$ cat src/rtl/cbce_pkg.sv
// Shared types and constants for the closed Bezier curve evaluator.
package cbce_pkg;

    localparam int MaxPoints = 8;
    localparam int MaxSteps  = 64;
    localparam int PtrW      = $clog2(MaxPoints);
    localparam int CntW      = $clog2(MaxPoints + 1);
    localparam int TermW     = $clog2(MaxPoints + 2);

    localparam logic [1:0] CMD_PUSH = 2'd0;
    localparam logic [1:0] CMD_POP  = 2'd1;
    localparam logic [1:0] CMD_GEN  = 2'd2;
    localparam logic [1:0] CMD_NONE = 2'd3;

    localparam logic [1:0] ST_OK    = 2'd0;
    localparam logic [1:0] ST_FULL  = 2'd1;
    localparam logic [1:0] ST_EMPTY = 2'd2;
    localparam logic [1:0] ST_FEW   = 2'd3;

    localparam logic [1:0] ADDR_STEPS = 2'd0;
    localparam logic [1:0] ADDR_SIZE  = 2'd1;

    typedef struct packed {
        logic signed [15:0] x;
        logic signed [15:0] y;
        logic signed [15:0] z;
    } point_t;

    // Binomial coefficient C(n,i), n up to MaxPoints, built as Pascal rows.
    function automatic logic [7:0] binom(input logic [CntW-1:0] n,
                                         input logic [CntW-1:0] i);
        logic [7:0] row [MaxPoints+1];
        for (int j = 0; j <= MaxPoints; j++) begin
            row[j] = (j == 0) ? 8'd1 : 8'd0;
        end
        for (int k = 1; k <= MaxPoints; k++) begin
            if (k <= int'(n)) begin
                for (int j = MaxPoints; j >= 1; j--) begin
                    row[j] = row[j] + row[j-1];
                end
            end
        end
        return row[i];
    endfunction

endpackage

$ cat src/rtl/cbce_store.sv
// Control point memory: one write port, one registered read port.
module cbce_store
    import cbce_pkg::*;
(
    input  logic            aclk,
    input  logic            wr_en,
    input  logic [PtrW-1:0] wr_addr,
    input  point_t          wr_data,
    input  logic [PtrW-1:0] rd_addr,
    output point_t          rd_data
);
    point_t mem [MaxPoints];
    point_t rd_reg;

    always_ff @(posedge aclk) begin
        if (wr_en) begin
            mem[wr_addr] <= wr_data;
        end
        rd_reg <= mem[rd_addr];
    end

    assign rd_data = rd_reg;
endmodule

$ cat config.mk
export PLATFORM = sky130hd
export DESIGN_NAME = cbce_store
export DESIGN_NICKNAME = d
export VERILOG_FILES = /design/src/rtl/cbce_pkg.sv /design/src/rtl/cbce_store.sv
export SDC_FILE = /design/constraint.sdc
export NUM_CORES = 1
export LEC_CHECK = 0
export ABC_CLOCK_PERIOD_IN_PS = 13300
export BUFFER_PORTS_ARGS = -buffer_cell sky130_fd_sc_hd__buf_2
export CAP_MARGIN = 30
export CORE_MARGIN = 4
export CORE_UTILIZATION = 64
export DETAILED_ROUTE_END_ITERATION = 6
export PLACE_DENSITY = 0.84
export SETUP_SLACK_MARGIN = 0.5
export SLEW_MARGIN = 10
export SYNTH_ARGS = -nofsm -noshare
export SYNTH_HDL_FRONTEND = slang
export SYNTH_SLANG_ARGS = --single-unit
$ cat constraint.sdc
create_clock -name aclk -period 13.3 [get_ports aclk]
set_input_delay 1.995 -clock aclk [delete_from_list [all_inputs] [get_ports aclk]]
set_output_delay 1.995 -clock aclk [all_outputs]
set_load 0.02 [all_outputs]
==> report_table.html <==
<table>
<tr><th>Metric</th><th>Value</th></tr>
<tr><th colspan="2">STA</th></tr>
<tr><td>Slew at the pin with the worst max-slew slack</td><td>0.839 ns</td></tr>
<tr><td>RSZ-0062 raised after global routing</td><td>no</td></tr>
<tr><td>Count of final max-slew check failures</td><td>0</td></tr>
<tr><td>Sum Neg Setup Slack</td><td>0 ns</td></tr>
<tr><td>Fin worst setup slack</td><td>9.66 ns</td></tr>
<tr><td>Part of the cycle the worst path needs</td><td>27.3%</td></tr>
<tr><td>Maximum clock frequency</td><td>275 MHz</td></tr>
<tr><td>Setup violation total in the final timing report</td><td>0</td></tr>
<tr><td>Fin Clk Skew</td><td>0.0199 ns</td></tr>
<tr><td>Hold Fails Final Rpt</td><td>0</td></tr>
<tr><td>Worst hold margin</td><td>0.677 ns</td></tr>
<tr><td>Time the worst path needs with I/O delays and setup</td><td>3.64 ns</td></tr>
<tr><td>Relative slew slack</td><td>44.1%</td></tr>
<tr><th colspan="2">Clock network</th></tr>
<tr><td>Number of CTS-inserted buffers</td><td>40</td></tr>
<tr><td>Number of instances resized during post-cts repair</td><td>0</td></tr>
<tr><td>H-Tree Depth</td><td>2</td></tr>
<tr><td>Maximum clock insertion buffer count</td><td>3</td></tr>
<tr><td>Clock net sink count</td><td>approximately 430</td></tr>
<tr><td>Hold_buf cts</td><td>0</td></tr>
<tr><td>CTS root buffer</td><td>sky130_fd_sc_hd__clkbuf_16</td></tr>
<tr><td>Worst-skew pair later-pin latency</td><td>0.53 ns</td></tr>
<tr><td># Post-CTS Setup Buffers</td><td>0</td></tr>
<tr><td>TritonCTS clock tree</td><td>yes</td></tr>
<tr><td>Clock transition at the registers of the reported paths</td><td>0.06 ns</td></tr>
<tr><th colspan="2">Run</th></tr>
<tr><td>MaxCap Viol Count</td><td>0</td></tr>
<tr><th colspan="2">Drt</th></tr>
<tr><td>Post-detailed-route via-to-cell ratio</td><td>6.14</td></tr>
<tr><td>Number of DRC markers in iteration 0</td><td>640</td></tr>
<tr><td>Vias post-DR</td><td>6738</td></tr>
<tr><td>DRC Markers</td><td>0</td></tr>
<tr><td>Number of nets with antenna violations after detailed routing</td><td>0</td></tr>
<tr><td>Router iterations before antenna repair</td><td>5</td></tr>
<tr><td>Avg WL per Cell</td><td>27.3 µm</td></tr>
<tr><td>Final wirelength</td><td>about 30000 µm</td></tr>
<tr><th colspan="2">Global routing</th></tr>
<tr><td>Number of antenna violations at the first check in global routing</td><td>6</td></tr>
<tr><td>Pin count of the biggest net entering global routing</td><td>52</td></tr>
<tr><td>Via count of the first global-routing pass</td><td>7230</td></tr>
<tr><td>Global-route wire length before repair</td><td>45500 µm</td></tr>
<tr><td>Grt ovf</td><td>0</td></tr>
<tr><td>Global-route usage over all layers</td><td>23.2%</td></tr>
<tr><th colspan="2">Power and ir drop</th></tr>
<tr><td>Leak</td><td>6.02 nW</td></tr>
<tr><td>Maximum resistive drop on vdd</td><td>slightly above 0.00009 V</td></tr>
<tr><td>Ratio of total power to cell area</td><td>between 150 and 200 mW/mm²</td></tr>
<tr><th colspan="2">Critical path</th></tr>
<tr><td>Classification of the worst setup path</td><td>in -&gt; reg</td></tr>
<tr><td>Bufs and invs on worst path</td><td>3</td></tr>
<tr><td>Delay-heaviest family, CP</td><td>buffers and inverters</td></tr>
<tr><td>Maximum net fanout on the critical path</td><td>51</td></tr>
<tr><td>Worst-path cell chain</td><td>buf_6 -&gt; buf_4 -&gt; buf_16 -&gt; mux4_2 -&gt; mux2_2</td></tr>
<tr><td>Launching element type of the critical path</td><td>input pin</td></tr>
<tr><td>Cell type of the slowest stage on the worst timing path</td><td>sky130_fd_sc_hd__mux4_2</td></tr>
<tr><td>Worst Setup End Kind</td><td>flip-flop</td></tr>
<tr><td>Required time of the critical path</td><td>13.71 ns</td></tr>
<tr><td>Largest stage delay on the critical path</td><td>0.57 ns</td></tr>
<tr><td>Flop2flop setup slack</td><td>11.98 ns</td></tr>
<tr><td>Data arrival time of the critical path</td><td>4.04 ns</td></tr>
<tr><th colspan="2">Synthesis</th></tr>
<tr><td>Sequential element share of the synthesized area</td><td>about four fifths</td></tr>
<tr><td>Mapped cell area</td><td>0.0156 mm²</td></tr>
<tr><td>Cell type contributing the most total cell area after synthesis</td><td>sky130_fd_sc_hd__edfxtp_1</td></tr>
<tr><td>Count of mapped cells out of synthesis</td><td>616</td></tr>
<tr><td>Fraction of post-synthesis cell area in the top cell type by area</td><td>73.8%</td></tr>
<tr><td>Cells taking the most area after synthesis</td><td>sky130_fd_sc_hd__edfxtp_1, sky130_fd_sc_hd__mux4_2, sky130_fd_sc_hd__dfxtp_1</td></tr>
<tr><td>Register bit total from synthesis</td><td>approximately 430</td></tr>
<tr><td>YS warnings</td><td>0</td></tr>
<tr><td>Cell variety after synth</td><td>14</td></tr>
<tr><td>Mean cell area of the mapped netlist</td><td>25.4 µm²</td></tr>
<tr><td>Synthesized netlist net count</td><td>672</td></tr>
<tr><th colspan="2">Place</th></tr>
<tr><td>Post-DP HPWL</td><td>14300 µm</td></tr>
<tr><td>Count of port buffers added during placement</td><td>between 100 and 150</td></tr>
<tr><td>Routability cong.</td><td>0.682</td></tr>
<tr><td>Worst-case setup slack after placement</td><td>8.77 ns</td></tr>
<tr><th colspan="2">Floorplanning</th></tr>
<tr><td>DIE AREA</td><td>about 0.027 mm²</td></tr>
<tr><td>Height of the die</td><td>approximately 160 µm</td></tr>
<tr><td>Cell row count</td><td>56</td></tr>
<tr><td>Ports placed on the boundary</td><td>104</td></tr>
<tr><td>Die X</td><td>164 µm</td></tr>
<tr><td>Core area</td><td>~0.024 mm²</td></tr>
<tr><td>Initial core utilization</td><td>between 60 and 70%</td></tr>
<tr><th colspan="2">Min path</th></tr>
<tr><td>Tightest Hold Check Type</td><td>reg -&gt; reg</td></tr>
<tr><th colspan="2">Status</th></tr>
<tr><td>Result of the run</td><td>completed</td></tr>
<tr><th colspan="2">Final layout</th></tr>
<tr><td>Commonest non-fill, non-tap cells in the layout</td><td>sky130_fd_sc_hd__edfxtp_1, sky130_fd_sc_hd__buf_2, sky130_fd_sc_hd__mux4_2</td></tr>
<tr><td>Most common cell after layout, fill and taps aside</td><td>sky130_fd_sc_hd__edfxtp_1</td></tr>
<tr><td>Final core utilization</td><td>between 70% and 80%</td></tr>
<tr><td>Number of nets in the final layout</td><td>802</td></tr>
<tr><td>Fraction of layout cells with a size suffix above 1</td><td>41.1%</td></tr>
<tr><td>Relative area change from synthesis to final layout</td><td>14.0%</td></tr>
</table>
## final cells by class
cell class,instances,area [µm²]
tap,319,399
fill,1155,5940
clock inverter,9,120
antenna,2,5.00
timing repair buffer,115,657
clock buffer,63,1160
sequential,432,12500
multi-input combinational,157,2980
## registers in the layout (all words and copies together) (netlist names)
name     cells
mem        384
rd_data     48
## Yosys cell counts
cell                       instances
sky130_fd_sc_hd__mux2_4           40
sky130_fd_sc_hd__buf_2            12
sky130_fd_sc_hd__clkbuf_1          9
sky130_fd_sc_hd__nor3_1            2
sky130_fd_sc_hd__mux4_1            3
sky130_fd_sc_hd__dfxtp_1          48
sky130_fd_sc_hd__edfxtp_1        384
sky130_fd_sc_hd__buf_12            5
sky130_fd_sc_hd__nor2_1            6
sky130_fd_sc_hd__nand2_1           2
sky130_fd_sc_hd__mux4_2           93
sky130_fd_sc_hd__nand2b_1          3
sky130_fd_sc_hd__mux2_2            8
sky130_fd_sc_hd__buf_6             1
## power breakdown
part / internal [mW] / switching (mW) / total (mW) / leakage, nW
Combinational: 0.0771 / 0.0933 / 0.170 / 1.50
Sequential: 1.53 / 0.0170 / 1.55 / 3.89
Clock: 0.657 / 0.461 / 1.12 / 0.627
Total: 2.27 / 0.572 / 2.84 / 6.02
## stage by stage
step	instance area (µm²)	std cells	power, mW
after CTS	17800	1094	2.85
after floorplan	15600	616	1.68
final	17800	1097	2.84
after global routing	17800	1097	2.94
after detailed placement	16500	1022	1.75
after global placement	16500	1021	1.73
## kinds of logic after synthesis
kind of cell	Yosys count	share of synthesized area, %
DFF	432	80.0
muxes	144	18.3
buffers and inverters	27	1.31
and+or+nand+nor	13	0.377
## path summary, 6_finish.rpt
path	from	endpoint	depth (start not counted)
min reg2reg	mem[4][40]$_DFFE_PP_	rd_data[40]$_DFF_P_	2
min	mem[4][40]$_DFFE_PP_	rd_data[40]$_DFF_P_	2
max	rd_addr[0]	rd_data[0]$_DFF_P_	5
max reg2reg	mem[7][8]$_DFFE_PP_	rd_data[8]$_DFF_P_	2
## tightest hold or removal path: stages (launching register included)
cell and delay [ns]:
sky130_fd_sc_hd__edfxtp_1 0.31, sky130_fd_sc_hd__mux4_2 0.22, sky130_fd_sc_hd__mux2_4 0.13
## metal layers
layer | share of wire, % | global-route usage (%) | vias up | wire, µm
li1 | - | - | 2856 | -
met1 | 39 | 32.7 | 3526 | 11600
met2 | 52 | 37.8 | 303 | 15500
met3 | 7.5 | 4.44 | 45 | 2250
met4 | 1.9 | 7.17 | 8 | 569
met5 | 0.15 | 0 | - | 46
Power figures use the tool's default switching activity.
